[src/sv/rk4_oscillator_stepper_unit_assert.svh]
// ----------------------------------------------------------------------------
// RK4 oscillator stepper assertion macros
// Concurrent check macros shared by the RTL files. They are empty when
// SYNTHESIS is defined.
// ----------------------------------------------------------------------------
`ifndef RK4_OSCILLATOR_STEPPER_UNIT_ASSERT_SVH
`define RK4_OSCILLATOR_STEPPER_UNIT_ASSERT_SVH

`ifndef SYNTHESIS

// The consequent must hold in the same cycle as the antecedent.
`define RK4OS_ASSERT_NOW(label, a_clk, a_rst_n, ante, cons, msg) \
    label: assert property (@(posedge a_clk) disable iff (!a_rst_n) (ante) |-> (cons)) \
        else $error(msg);

// The consequent must hold in the cycle after the antecedent.
`define RK4OS_ASSERT_NEXT(label, a_clk, a_rst_n, ante, cons, msg) \
    label: assert property (@(posedge a_clk) disable iff (!a_rst_n) (ante) |=> (cons)) \
        else $error(msg);

`else

`define RK4OS_ASSERT_NOW(label, a_clk, a_rst_n, ante, cons, msg)
`define RK4OS_ASSERT_NEXT(label, a_clk, a_rst_n, ante, cons, msg)

`endif

`endif

[src/sv/rk4os_pkg.sv]
// ----------------------------------------------------------------------------
// RK4 oscillator stepper package
// Widths, codes, payload types and the sequencer states of the stepper.
// ----------------------------------------------------------------------------
package rk4os_pkg;

    // Q16.16 state words and the wider internal datapath for stage values.
    localparam int DATA_W  = 32;
    localparam int DP_W    = 36;
    localparam int EXT_W   = DP_W - DATA_W;
    localparam int Q_FRAC  = 16;
    localparam int STEP_W  = 16;
    localparam int MUL_W   = DP_W + STEP_W + 1;

    // Eight products per step, two per RK4 stage.
    localparam int N_OPS   = 8;
    localparam int OP_W    = $clog2(N_OPS);
    localparam int CNT_W   = OP_W + 1;
    localparam logic [CNT_W-1:0] MUL_LAST = CNT_W'(N_OPS);

    // Divide by six: halve, then divide by three a chunk of bits per cycle.
    localparam int DIV_CHUNK  = 9;
    localparam int DIV_STEPS  = DP_W / DIV_CHUNK;
    localparam int DIV_CNT_W  = $clog2(DIV_STEPS);
    localparam logic [DIV_CNT_W-1:0] DIV_LAST = DIV_CNT_W'(DIV_STEPS - 1);
    localparam int DIV_LANES  = 2;

    // Configuration port.
    localparam int PADDR_W   = 3;
    localparam int PDATA_W   = 32;
    localparam int REG_IDX_W = PADDR_W - 2;
    localparam logic [REG_IDX_W-1:0] REG_STEP_SIZE = REG_IDX_W'(0);
    localparam logic [STEP_W-1:0] STEP_SIZE_RESET = STEP_W'(6554);

    // Request type codes.
    localparam logic REQ_LOAD = 1'b0;
    localparam logic REQ_STEP = 1'b1;

    typedef struct packed {
        logic                     req_type;
        logic signed [DATA_W-1:0] pos_in;
        logic signed [DATA_W-1:0] vel_in;
        logic signed [DATA_W-1:0] time_in;
    } rk4os_req_t;

    typedef struct packed {
        logic signed [DATA_W-1:0] pos_out;
        logic signed [DATA_W-1:0] vel_out;
        logic signed [DATA_W-1:0] time_out;
    } rk4os_res_t;

    // Quotient of one lane of the divider as sign and magnitude.
    typedef struct packed {
        logic            neg;
        logic [DP_W-1:0] mag;
    } rk4os_quo_t;

    typedef enum logic [2:0] {
        ST_IDLE,
        ST_MUL,
        ST_DIV_START,
        ST_DIV_WAIT,
        ST_PUBLISH
    } rk4os_state_t;

endpackage

[src/sv/rk4os_hmul.sv]
// ----------------------------------------------------------------------------
// RK4 oscillator stepper step multiplier
// Shared unit forming h * x in Q16.16, rounded toward minus infinity, with a
// registered product.
// ----------------------------------------------------------------------------
module rk4os_hmul (
    input  logic                                 clk,
    input  logic signed [rk4os_pkg::DP_W-1:0]    operand,
    input  logic        [rk4os_pkg::STEP_W-1:0]  step_size,
    output logic signed [rk4os_pkg::DP_W-1:0]    product
);
    import rk4os_pkg::*;

    logic signed [MUL_W-1:0] full;
    logic signed [DP_W-1:0]  prod_next;
    logic signed [DP_W-1:0]  prod_reg;

    // Taking the upper bits of the exact product is an arithmetic shift, which
    // rounds toward minus infinity. The result always fits the datapath.
    assign full      = operand * $signed({1'b0, step_size});
    assign prod_next = full[Q_FRAC+DP_W-1:Q_FRAC];

    always_ff @(posedge clk)
    begin
        prod_reg <= prod_next;
    end

    assign product = prod_reg;

endmodule

[src/sv/rk4os_div6.sv]
// ----------------------------------------------------------------------------
// RK4 oscillator stepper divide-by-six unit
// Two lanes dividing the weighted stage sums by six with truncation toward
// zero, a chunk of quotient bits per cycle.
// ----------------------------------------------------------------------------
`include "rk4_oscillator_stepper_unit_assert.svh"

module rk4os_div6 (
    input  logic                               clk,
    input  logic                               rst_n,
    input  logic                               start,
    input  logic signed [rk4os_pkg::DP_W-1:0]  sum_p,
    input  logic signed [rk4os_pkg::DP_W-1:0]  sum_v,
    output logic                               done,
    output rk4os_pkg::rk4os_quo_t              quo_p,
    output rk4os_pkg::rk4os_quo_t              quo_v
);
    import rk4os_pkg::*;

    logic signed [DP_W-1:0]  sum_in    [DIV_LANES];
    logic [DP_W-1:0]         dvd_reg   [DIV_LANES];
    logic [DP_W-1:0]         dvd_next  [DIV_LANES];
    logic [DP_W-1:0]         quo_reg   [DIV_LANES];
    logic [DP_W-1:0]         quo_next  [DIV_LANES];
    logic [1:0]              rem_reg   [DIV_LANES];
    logic [1:0]              rem_next  [DIV_LANES];
    logic                    neg_reg   [DIV_LANES];
    logic                    neg_next  [DIV_LANES];
    logic                    busy_reg;
    logic                    busy_next;
    logic                    done_reg;
    logic                    done_next;
    logic [DIV_CNT_W-1:0]    cnt_reg;
    logic [DIV_CNT_W-1:0]    cnt_next;

    // Restoring division by three over one chunk, most significant bit first.
    // Returns the new remainder above the quotient bits.
    function automatic logic [DIV_CHUNK+1:0] div3_chunk(
        input logic [1:0]           rem_in,
        input logic [DIV_CHUNK-1:0] bits
    );
        logic [1:0]           r;
        logic [2:0]           t;
        logic [DIV_CHUNK-1:0] q;
        r = rem_in;
        q = '0;
        for (int i = DIV_CHUNK - 1; i >= 0; i--)
        begin
            t = {r, bits[i]};
            if (t >= 3'd3)
            begin
                q[i] = 1'b1;
                r    = 2'(t - 3'd3);
            end
            else
            begin
                r = t[1:0];
            end
        end
        return {r, q};
    endfunction

    assign sum_in[0] = sum_p;
    assign sum_in[1] = sum_v;

    always_comb
    begin
        logic [DIV_CHUNK+1:0] chunk_res;
        logic [DP_W-1:0]      mag;
        for (int l = 0; l < DIV_LANES; l++)
        begin
            dvd_next[l] = dvd_reg[l];
            quo_next[l] = quo_reg[l];
            rem_next[l] = rem_reg[l];
            neg_next[l] = neg_reg[l];
            chunk_res   = div3_chunk(rem_reg[l], dvd_reg[l][DP_W-1 -: DIV_CHUNK]);
            mag         = sum_in[l][DP_W-1] ? DP_W'(-sum_in[l]) : DP_W'(sum_in[l]);
            if (start)
            begin
                // Dividing the magnitude by two first leaves a divide by three.
                neg_next[l] = sum_in[l][DP_W-1];
                dvd_next[l] = {1'b0, mag[DP_W-1:1]};
                rem_next[l] = '0;
            end
            else if (busy_reg)
            begin
                dvd_next[l] = dvd_reg[l] << DIV_CHUNK;
                quo_next[l] = {quo_reg[l][DP_W-DIV_CHUNK-1:0], chunk_res[DIV_CHUNK-1:0]};
                rem_next[l] = chunk_res[DIV_CHUNK+1 -: 2];
            end
        end
    end

    always_comb
    begin
        busy_next = busy_reg;
        cnt_next  = cnt_reg;
        done_next = 1'b0;
        if (start)
        begin
            busy_next = 1'b1;
            cnt_next  = '0;
        end
        else if (busy_reg)
        begin
            cnt_next = cnt_reg + DIV_CNT_W'(1);
            if (cnt_reg == DIV_LAST)
            begin
                busy_next = 1'b0;
                done_next = 1'b1;
            end
        end
    end

    always_ff @(posedge clk or negedge rst_n)
    begin
        if (!rst_n)
        begin
            busy_reg <= 1'b0;
            done_reg <= 1'b0;
            cnt_reg  <= '0;
        end
        else
        begin
            busy_reg <= busy_next;
            done_reg <= done_next;
            cnt_reg  <= cnt_next;
        end
    end

    always_ff @(posedge clk)
    begin
        for (int l = 0; l < DIV_LANES; l++)
        begin
            dvd_reg[l] <= dvd_next[l];
            quo_reg[l] <= quo_next[l];
            rem_reg[l] <= rem_next[l];
            neg_reg[l] <= neg_next[l];
        end
    end

    assign done      = done_reg;
    assign quo_p.neg = neg_reg[0];
    assign quo_p.mag = quo_reg[0];
    assign quo_v.neg = neg_reg[1];
    assign quo_v.mag = quo_reg[1];

    `RK4OS_ASSERT_NOW(a_start_when_free, clk, rst_n, start, !busy_reg, "division started while busy")
    `RK4OS_ASSERT_NOW(a_done_after_busy, clk, rst_n, done_reg, !busy_reg && !start, "done overlaps a division")

endmodule

[src/sv/rk4_oscillator_stepper_unit.sv]
// ----------------------------------------------------------------------------
// RK4 oscillator stepper
// Fourth-order Runge-Kutta step of the harmonic oscillator in Q16.16, with
// one shared step multiplier, a divide-by-six unit and a small sequencer.
// ----------------------------------------------------------------------------
// Channel  Direction  Handshake                   Payload
// req      in         req_valid / req_ready       rk4os_req_t
// res      out        res_valid / res_ready       rk4os_res_t
// cfg      in         psel, penable, pwrite       step_size at byte address 0
//
// A load request passes from idle through the publish state back to idle.
// A step request runs the eight dependent products through the shared
// multiplier, then the divide-by-six unit, writes the state as the division
// finishes, publishes the result and returns to idle.
// Reset clears the state to zero and the step size to 6554; no clearing pass.
// The result register lets the next request in while a result waits; a
// finished request holds in the publish state until that register is free.
// ----------------------------------------------------------------------------
`include "rk4_oscillator_stepper_unit_assert.svh"

module rk4_oscillator_stepper_unit (
    input  logic                               clk,
    input  logic                               rst_n,
    input  logic                               req_valid,
    output logic                               req_ready,
    input  rk4os_pkg::rk4os_req_t              req_data,
    output logic                               res_valid,
    input  logic                               res_ready,
    output rk4os_pkg::rk4os_res_t              res_data,
    input  logic                               psel,
    input  logic                               penable,
    input  logic                               pwrite,
    input  logic [rk4os_pkg::PADDR_W-1:0]      paddr,
    input  logic [rk4os_pkg::PDATA_W-1:0]      pwdata,
    output logic [rk4os_pkg::PDATA_W-1:0]      prdata,
    output logic                               pready
);
    import rk4os_pkg::*;

    localparam logic signed [DP_W:0] SAT_HI = {{(EXT_W+2){1'b0}}, {(DATA_W-1){1'b1}}};
    localparam logic signed [DP_W:0] SAT_LO = {{(EXT_W+2){1'b1}}, {(DATA_W-1){1'b0}}};

    rk4os_state_t             state_reg;
    rk4os_state_t             state_next;
    logic [CNT_W-1:0]         cnt_reg;
    logic [CNT_W-1:0]         cnt_next;
    logic [STEP_W-1:0]        step_size_reg;
    logic [STEP_W-1:0]        step_size_next;
    logic signed [DATA_W-1:0] pos_reg;
    logic signed [DATA_W-1:0] pos_next;
    logic signed [DATA_W-1:0] vel_reg;
    logic signed [DATA_W-1:0] vel_next;
    logic signed [DATA_W-1:0] time_reg;
    logic signed [DATA_W-1:0] time_next;
    logic signed [DP_W-1:0]   mp_reg;
    logic signed [DP_W-1:0]   mp_next;
    logic signed [DP_W-1:0]   mv_reg;
    logic signed [DP_W-1:0]   mv_next;
    logic signed [DP_W-1:0]   sp_reg;
    logic signed [DP_W-1:0]   sp_next;
    logic signed [DP_W-1:0]   sv_reg;
    logic signed [DP_W-1:0]   sv_next;
    logic                     res_valid_reg;
    logic                     res_valid_next;
    rk4os_res_t               res_data_reg;
    rk4os_res_t               res_data_next;

    logic                     req_accept;
    logic                     cfg_write;
    logic [REG_IDX_W-1:0]     reg_idx;
    logic                     mul_upd;
    logic                     div_start;
    logic                     upd_en;
    logic                     publish;
    logic [OP_W-1:0]          issue_op;
    logic [OP_W-1:0]          upd_op;
    logic [1:0]               upd_stage;
    logic                     issue_p;
    logic                     upd_p;
    logic signed [DP_W-1:0]   mul_operand;
    logic signed [DP_W-1:0]   product;
    logic signed [DP_W-1:0]   k_w;
    logic signed [DP_W-1:0]   k_mid;
    logic signed [DP_W-1:0]   p_ext;
    logic signed [DP_W-1:0]   v_ext;
    logic signed [DP_W:0]     pos_sum;
    logic signed [DP_W:0]     vel_sum;
    logic signed [DP_W:0]     time_sum;
    logic                     div_done;
    rk4os_quo_t               quo_p;
    rk4os_quo_t               quo_v;

    function automatic logic signed [DATA_W-1:0] sat_q(input logic signed [DP_W:0] v);
        if (v > SAT_HI)
        begin
            return SAT_HI[DATA_W-1:0];
        end
        else if (v < SAT_LO)
        begin
            return SAT_LO[DATA_W-1:0];
        end
        return v[DATA_W-1:0];
    endfunction

    // ------------------------------------------------------------------
    // Configuration port
    // ------------------------------------------------------------------
    assign pready    = 1'b1;
    assign reg_idx   = paddr[PADDR_W-1:2];
    assign cfg_write = psel && penable && pwrite && pready;

    always_comb
    begin
        step_size_next = step_size_reg;
        if (cfg_write && reg_idx == REG_STEP_SIZE)
        begin
            step_size_next = pwdata[STEP_W-1:0];
        end
    end

    always_comb
    begin
        prdata = '0;
        if (reg_idx == REG_STEP_SIZE)
        begin
            prdata = {{(PDATA_W-STEP_W){1'b0}}, step_size_reg};
        end
    end

    // ------------------------------------------------------------------
    // Sequencer
    // ------------------------------------------------------------------
    assign req_accept = req_valid && req_ready;

    always_comb
    begin
        state_next = state_reg;
        case (state_reg)
            ST_IDLE:
            begin
                if (req_accept)
                begin
                    state_next = (req_data.req_type == REQ_STEP) ? ST_MUL : ST_PUBLISH;
                end
            end
            ST_MUL:
            begin
                if (cnt_reg == MUL_LAST)
                begin
                    state_next = ST_DIV_START;
                end
            end
            ST_DIV_START:
            begin
                state_next = ST_DIV_WAIT;
            end
            ST_DIV_WAIT:
            begin
                if (div_done)
                begin
                    state_next = ST_PUBLISH;
                end
            end
            ST_PUBLISH:
            begin
                if (!res_valid_reg || res_ready)
                begin
                    state_next = ST_IDLE;
                end
            end
            default:
            begin
                state_next = ST_IDLE;
            end
        endcase
    end

    always_comb
    begin
        req_ready = 1'b0;
        mul_upd   = 1'b0;
        div_start = 1'b0;
        upd_en    = 1'b0;
        publish   = 1'b0;
        case (state_reg)
            ST_IDLE:
            begin
                req_ready = 1'b1;
            end
            ST_MUL:
            begin
                mul_upd = (cnt_reg != '0);
            end
            ST_DIV_START:
            begin
                div_start = 1'b1;
            end
            ST_DIV_WAIT:
            begin
                upd_en = div_done;
            end
            ST_PUBLISH:
            begin
                publish = !res_valid_reg || res_ready;
            end
            default:
            begin
                req_ready = 1'b0;
            end
        endcase
    end

    // ------------------------------------------------------------------
    // Product schedule
    // ------------------------------------------------------------------
    // Each stage needs h*mv for position and h*(-mp) for velocity. The order
    // alternates between stages so that the midpoint each product needs is already
    // written when it issues, keeping the multiplier busy every cycle.
    assign issue_op  = cnt_reg[OP_W-1:0];
    assign issue_p   = ~(issue_op[0] ^ issue_op[1]);
    assign upd_op    = OP_W'(cnt_reg - CNT_W'(1));
    assign upd_stage = upd_op[OP_W-1:1];
    assign upd_p     = ~(upd_op[0] ^ upd_op[1]);

    assign mul_operand = issue_p ? mv_reg : -mp_reg;

    rk4os_hmul u_hmul (
        .clk       (clk),
        .operand   (mul_operand),
        .step_size (step_size_reg),
        .product   (product)
    );

    // The middle two stages count twice in the weighted sum. Midpoints use
    // half the stage value, except the last one which uses all of it.
    assign k_w   = (upd_stage == 2'd1 || upd_stage == 2'd2) ? (product <<< 1) : product;
    assign k_mid = (upd_stage == 2'd2) ? product : (product >>> 1);
    assign p_ext = {{EXT_W{pos_reg[DATA_W-1]}}, pos_reg};
    assign v_ext = {{EXT_W{vel_reg[DATA_W-1]}}, vel_reg};

    rk4os_div6 u_div6 (
        .clk   (clk),
        .rst_n (rst_n),
        .start (div_start),
        .sum_p (sp_reg),
        .sum_v (sv_reg),
        .done  (div_done),
        .quo_p (quo_p),
        .quo_v (quo_v)
    );

    assign pos_sum  = quo_p.neg ? ({p_ext[DP_W-1], p_ext} - {1'b0, quo_p.mag})
                                : ({p_ext[DP_W-1], p_ext} + {1'b0, quo_p.mag});
    assign vel_sum  = quo_v.neg ? ({v_ext[DP_W-1], v_ext} - {1'b0, quo_v.mag})
                                : ({v_ext[DP_W-1], v_ext} + {1'b0, quo_v.mag});
    assign time_sum = {{(EXT_W+1){time_reg[DATA_W-1]}}, time_reg}
                    + {{(DP_W+1-STEP_W){1'b0}}, step_size_reg};

    // ------------------------------------------------------------------
    // Datapath next values
    // ------------------------------------------------------------------
    always_comb
    begin
        pos_next  = pos_reg;
        vel_next  = vel_reg;
        time_next = time_reg;
        mp_next   = mp_reg;
        mv_next   = mv_reg;
        sp_next   = sp_reg;
        sv_next   = sv_reg;
        cnt_next  = cnt_reg;

        if (req_accept)
        begin
            if (req_data.req_type == REQ_LOAD)
            begin
                pos_next  = req_data.pos_in;
                vel_next  = req_data.vel_in;
                time_next = req_data.time_in;
            end
            else
            begin
                mp_next  = p_ext;
                mv_next  = v_ext;
                sp_next  = '0;
                sv_next  = '0;
                cnt_next = '0;
            end
        end

        if (state_reg == ST_MUL)
        begin
            cnt_next = cnt_reg + CNT_W'(1);
        end

        if (mul_upd)
        begin
            if (upd_p)
            begin
                sp_next = sp_reg + k_w;
                if (upd_stage != 2'd3)
                begin
                    mp_next = p_ext + k_mid;
                end
            end
            else
            begin
                sv_next = sv_reg + k_w;
                if (upd_stage != 2'd3)
                begin
                    mv_next = v_ext + k_mid;
                end
            end
        end

        if (upd_en)
        begin
            pos_next  = sat_q(pos_sum);
            vel_next  = sat_q(vel_sum);
            time_next = sat_q(time_sum);
        end
    end

    // ------------------------------------------------------------------
    // Result register
    // ------------------------------------------------------------------
    always_comb
    begin
        res_valid_next = res_valid_reg;
        res_data_next  = res_data_reg;
        if (publish)
        begin
            res_valid_next         = 1'b1;
            res_data_next.pos_out  = pos_reg;
            res_data_next.vel_out  = vel_reg;
            res_data_next.time_out = time_reg;
        end
        else if (res_ready)
        begin
            res_valid_next = 1'b0;
        end
    end

    assign res_valid = res_valid_reg;
    assign res_data  = res_data_reg;

    // ------------------------------------------------------------------
    // Registers
    // ------------------------------------------------------------------
    always_ff @(posedge clk or negedge rst_n)
    begin
        if (!rst_n)
        begin
            state_reg     <= ST_IDLE;
            cnt_reg       <= '0;
            res_valid_reg <= 1'b0;
            step_size_reg <= STEP_SIZE_RESET;
            pos_reg       <= '0;
            vel_reg       <= '0;
            time_reg      <= '0;
        end
        else
        begin
            state_reg     <= state_next;
            cnt_reg       <= cnt_next;
            res_valid_reg <= res_valid_next;
            step_size_reg <= step_size_next;
            pos_reg       <= pos_next;
            vel_reg       <= vel_next;
            time_reg      <= time_next;
        end
    end

    always_ff @(posedge clk)
    begin
        mp_reg       <= mp_next;
        mv_reg       <= mv_next;
        sp_reg       <= sp_next;
        sv_reg       <= sv_next;
        res_data_reg <= res_data_next;
    end

    `RK4OS_ASSERT_NOW(a_mul_count_range, clk, rst_n, state_reg == ST_MUL, cnt_reg <= MUL_LAST, "product counter overran")
    `RK4OS_ASSERT_NOW(a_div_done_waited, clk, rst_n, div_done, state_reg == ST_DIV_WAIT, "division finished outside its wait")
    `RK4OS_ASSERT_NEXT(a_load_taken, clk, rst_n, req_accept && req_data.req_type == REQ_LOAD, state_reg == ST_PUBLISH && pos_reg == $past(req_data.pos_in), "load request not taken")
    `RK4OS_ASSERT_NEXT(a_time_advances, clk, rst_n, upd_en, time_reg >= $past(time_reg), "time moved backwards on a step")

endmodule

[config.mk]
export PLATFORM = sky130hd
export DESIGN_NAME = rk4_oscillator_stepper_unit
export DESIGN_NICKNAME = d
export VERILOG_FILES = /design/src/sv/rk4os_pkg.sv /design/src/sv/rk4os_hmul.sv /design/src/sv/rk4os_div6.sv /design/src/sv/rk4_oscillator_stepper_unit.sv
export VERILOG_INCLUDE_DIRS = /design/src /design/src/sv
export SDC_FILE = /design/constraint.sdc
export NUM_CORES = 2
export LEC_CHECK = 0
export BUFFER_PORTS_ARGS = -buffer_cell sky130_fd_sc_hd__buf_2
export CAP_MARGIN = 0
export CORE_MARGIN = 2
export CORE_UTILIZATION = 55
export CTS_CLUSTER_DIAMETER = 150
export DETAILED_ROUTE_END_ITERATION = 12
export PLACE_DENSITY = 0.73
export SLEW_MARGIN = 15
export SYNTH_ARGS = -nofsm -noshare
export SYNTH_HDL_FRONTEND = slang
export SYNTH_SLANG_ARGS = --single-unit
[constraint.sdc]
create_clock -name clk -period 22 [get_ports clk]
set_input_delay 3.3 -clock clk [delete_from_list [all_inputs] [get_ports clk]]
set_output_delay 3.3 -clock clk [all_outputs]
set_load 0.02 [all_outputs]
==> results.md <==
* Final setup viols at 0
* FF+latch area at 14000 µm²
* CTS tree: done
* Grt total ovfl at 0
* Largest register FFs at 96
* Largest net degree at the start of global routing at 102
* Total GRT Usage at 29.8%
* Required time worst endpoint at 22.54 ns
* Final period util at 43.2%
* Vias at 45.7k
* Skew-Pair Late Insertion Delay at 0.66 ns
* Yosys top cell by area: fa_1
* Yosys warns at 0
* Fillcell total at 8756
* Main flop type after synthesis: edfxtp_1
* CTS Buffer Depth at 3
* Layout cells sized above 1 at 9.41%
* Ports at 270
* Yosys reg bits at 550
* Syn avg cell area at 9.12 µm²
* Multi-input gate area at 38400 µm²
* Reg2Reg Depth at 31
* Synth top area share at 19.5%
* Routing usage on met3 at 4.70%
* Setup TNS at 0 ns
* Sequential share of the synthesized area at 25.1%
* Crit Path Max Fanout at 16
* Final wirelength at 156000 µm
* EDFF count, synth at 240
* Status: completed
* Crit Path Class: reg2reg
* # DRC at 0
* GR Util met1 at 39.5%
* Core Rows at 117
* Post-Syn Area at 56000 µm²
* Reg-to-reg endpoint: u_hmul.product[29]
* WHS Path Cells at 0
* Worst Hold Class: reg2reg
* Initial Util at 55.2%
* Starting DRT DRC Count at 3337
* ANT nets after route at 0
* Post-DP HPWL at 117000 µm
* Tmin final at 9.50 ns
* Cell count after synthesis at 6135
* Commonest cells after routing, fill and taps aside: nand2_1 (712), inv_1 (677), fa_1 (545)
* DRT Pass-1 Iters at 6
* Die Ht at 323 µm
* Most common cell after layout, fill and taps aside: nand2_1
* Most frequent CP cell: fa_1
* Slew margin rel. at 14.0%
* First-pass GRT wire length at 246000 µm
* Vias in the first global route at 44.9k
* Critical path capture point type: flop
* TritonCTS Buffers at 60
* RSZ-0062 raised after global routing: no
* CP arrival at 10.04 ns
* Yosys cell types at 100
* Core area at 101000 µm²
* GPL Wtd Cong at 0.950
* Vias per cell at 5.97
* Clock-pin slew on the worst setup and hold paths at 0.06 ns
* Worst-Margin Slew at 1.28 ns
* Routed WL per cell at 20.3 µm
* Worst Setup Start Kind: flop
* Synthesis-to-finish area growth at 7.95%
* Die Footprint at 104000 µm²
* Worst Hold Path EP: res_data[20]
* Async S/R FF share, synth at 22.5%
* DIE WIDTH at 323 µm
* Setup bufs post-CTS at 0
* Worst r2r src: mp_reg[2]
* Synth top area cells: fa_1 (19%), edfxtp_1 (13%), ha_1 (8.4%), dfxtp_1 (6.7%), dfrtp_1 (5.2%)
* Skew final at 0.0339 ns
* Slew Viols, Final at 0
* Crit-path slowest cell: fa_1
* Internal reg-to-reg setup slack at 12.50 ns
* Hold wc startpoint: time_reg[20]
* Hold_buf cts at 0
* Port Buffers at 234
* Fin nets at 7289
* Gates resized, CTS repair at 0
* CP peak stage delay at 0.55 ns
* M2 GR Usage at 48.8%
* Initial antenna violation count at 8
* Final Hold Fails at 0
* H-tree levels at 2
* CTS Sinks at 550
* Clk root buf: clkbuf_16
* Fmax at 105 MHz
* Max-capacitance violation count at 0
* Gr busiest metal: met2
## layout make-up
class	count	share of cell area, %
Timing Repair Buffer	292	2.67
Clock buffer	79	2.76
Clock inverter	35	0.710
Sequential cell	550	23.3
Inverter	679	4.22
Tap cell	1368	2.83
Antenna cell	6	0.0249
Multi-Input combinational cell	4646	63.5
## cells in the mapped netlist (all sizes together) (18+ instances only)
| cell | count |
|---|---|
| xnor2 | 243 |
| dfxtp | 186 |
| fa | 545 |
| o211ai | 18 |
| and3 | 42 |
| nand2b | 54 |
| a221oi | 20 |
| o21ai | 321 |
| a22o | 43 |
| o21bai | 36 |
| o21a | 38 |
| nand3 | 100 |
| and2 | 242 |
| or4 | 20 |
| nor2 | 280 |
| mux2 | 130 |
| mux2i | 49 |
| edfxtp | 240 |
| nor2b | 55 |
| inv | 679 |
| xor2 | 155 |
| clkbuf | 232 |
| nand4 | 28 |
| nand2 | 713 |
| or2 | 21 |
| nor4 | 24 |
| o41ai | 21 |
| a21oi | 411 |
| a31oi | 69 |
| dfrtp | 117 |
| o31ai | 35 |
| a211oi | 35 |
| buf | 43 |
| ha | 376 |
| nor3 | 101 |
| a21o | 160 |
| or3 | 42 |
## stage by stage
| step | cells | utilization [%] | hold WS [ns] | area, µm² | setup WS (ns) |
|---|---|---|---|---|---|
| floorplan | 6150 | - | 0.422 | 56000 | 13.45 |
| global placement | 7535 | 57.5 | 0.451 | 58300 | 12.70 |
| detailed placement | 7535 | 57.5 | 0.457 | 58300 | 12.60 |
| CTS | 7649 | 59.6 | 0.471 | 60400 | 12.59 |
| global route | 7652 | 59.6 | 0.481 | 60400 | 11.94 |
| finish | 7655 | 59.6 | 0.474 | 60400 | 12.50 |
## metal layers
layer  vias to the layer above  routed length, µm  share of wire (%)
met5                         -                 61              0.039
met3                       397              12300                7.9
met4                         8               7270                4.7
met2                      1754              72400                 47
li1                      21000                  -                  -
met1                     22500              63500                 41
## worst max path at each step
| stage | slack (ns) | endpoint | startpoint |
|---|---|---|---|
| 3_3_place_gp | 12.70 | u_hmul.product[29] | mp_reg[2] |
| 6_report | 12.50 | u_hmul.product[29] | mp_reg[2] |
| 3_5_place_dp | 12.60 | u_hmul.product[35] | mp_reg[2] |
| 5_1_grt | 11.94 | u_hmul.product[35] | mp_reg[2] |
| 4_1_cts | 12.59 | u_hmul.product[35] | mp_reg[2] |
| 2_1_floorplan | 13.45 | u_hmul.product[29] | mp_reg[2] |
## critical path: cells and delay by family (launching register included)
| family | cells | cell delay, ns |
|---|---|---|
| compound gates | 6 | 1.34 |
| xor+xnor | 2 | 0.29 |
| fa+ha+maj | 7 | 3.35 |
| buf+inv | 3 | 0.16 |
| flops | 1 | 0.37 |
| mux | 1 | 0.43 |
| simple gates | 12 | 3.46 |
## kinds of logic (layout without fill, tap and decap cells)
family | Yosys count | count (layout) | synth area share [%]
xor gates and xnor gates | 398 | 398 | 6.24
muxes | 179 | 179 | 3.55
and+or+nand+nor | 1769 | 1769 | 15.1
AOI/OAI and AO/OA | 1362 | 1362 | 15.5
buffers and inverters | 954 | 1085 | 6.59
other | 2 | 23 | 0.0134
DFF | 550 | 550 | 25.1
adders and majority gates | 921 | 921 | 27.9
Power is left out: the tool's default activity adds up to more than one toggle a clock period on the data nets, which glitch-free logic cannot reach.
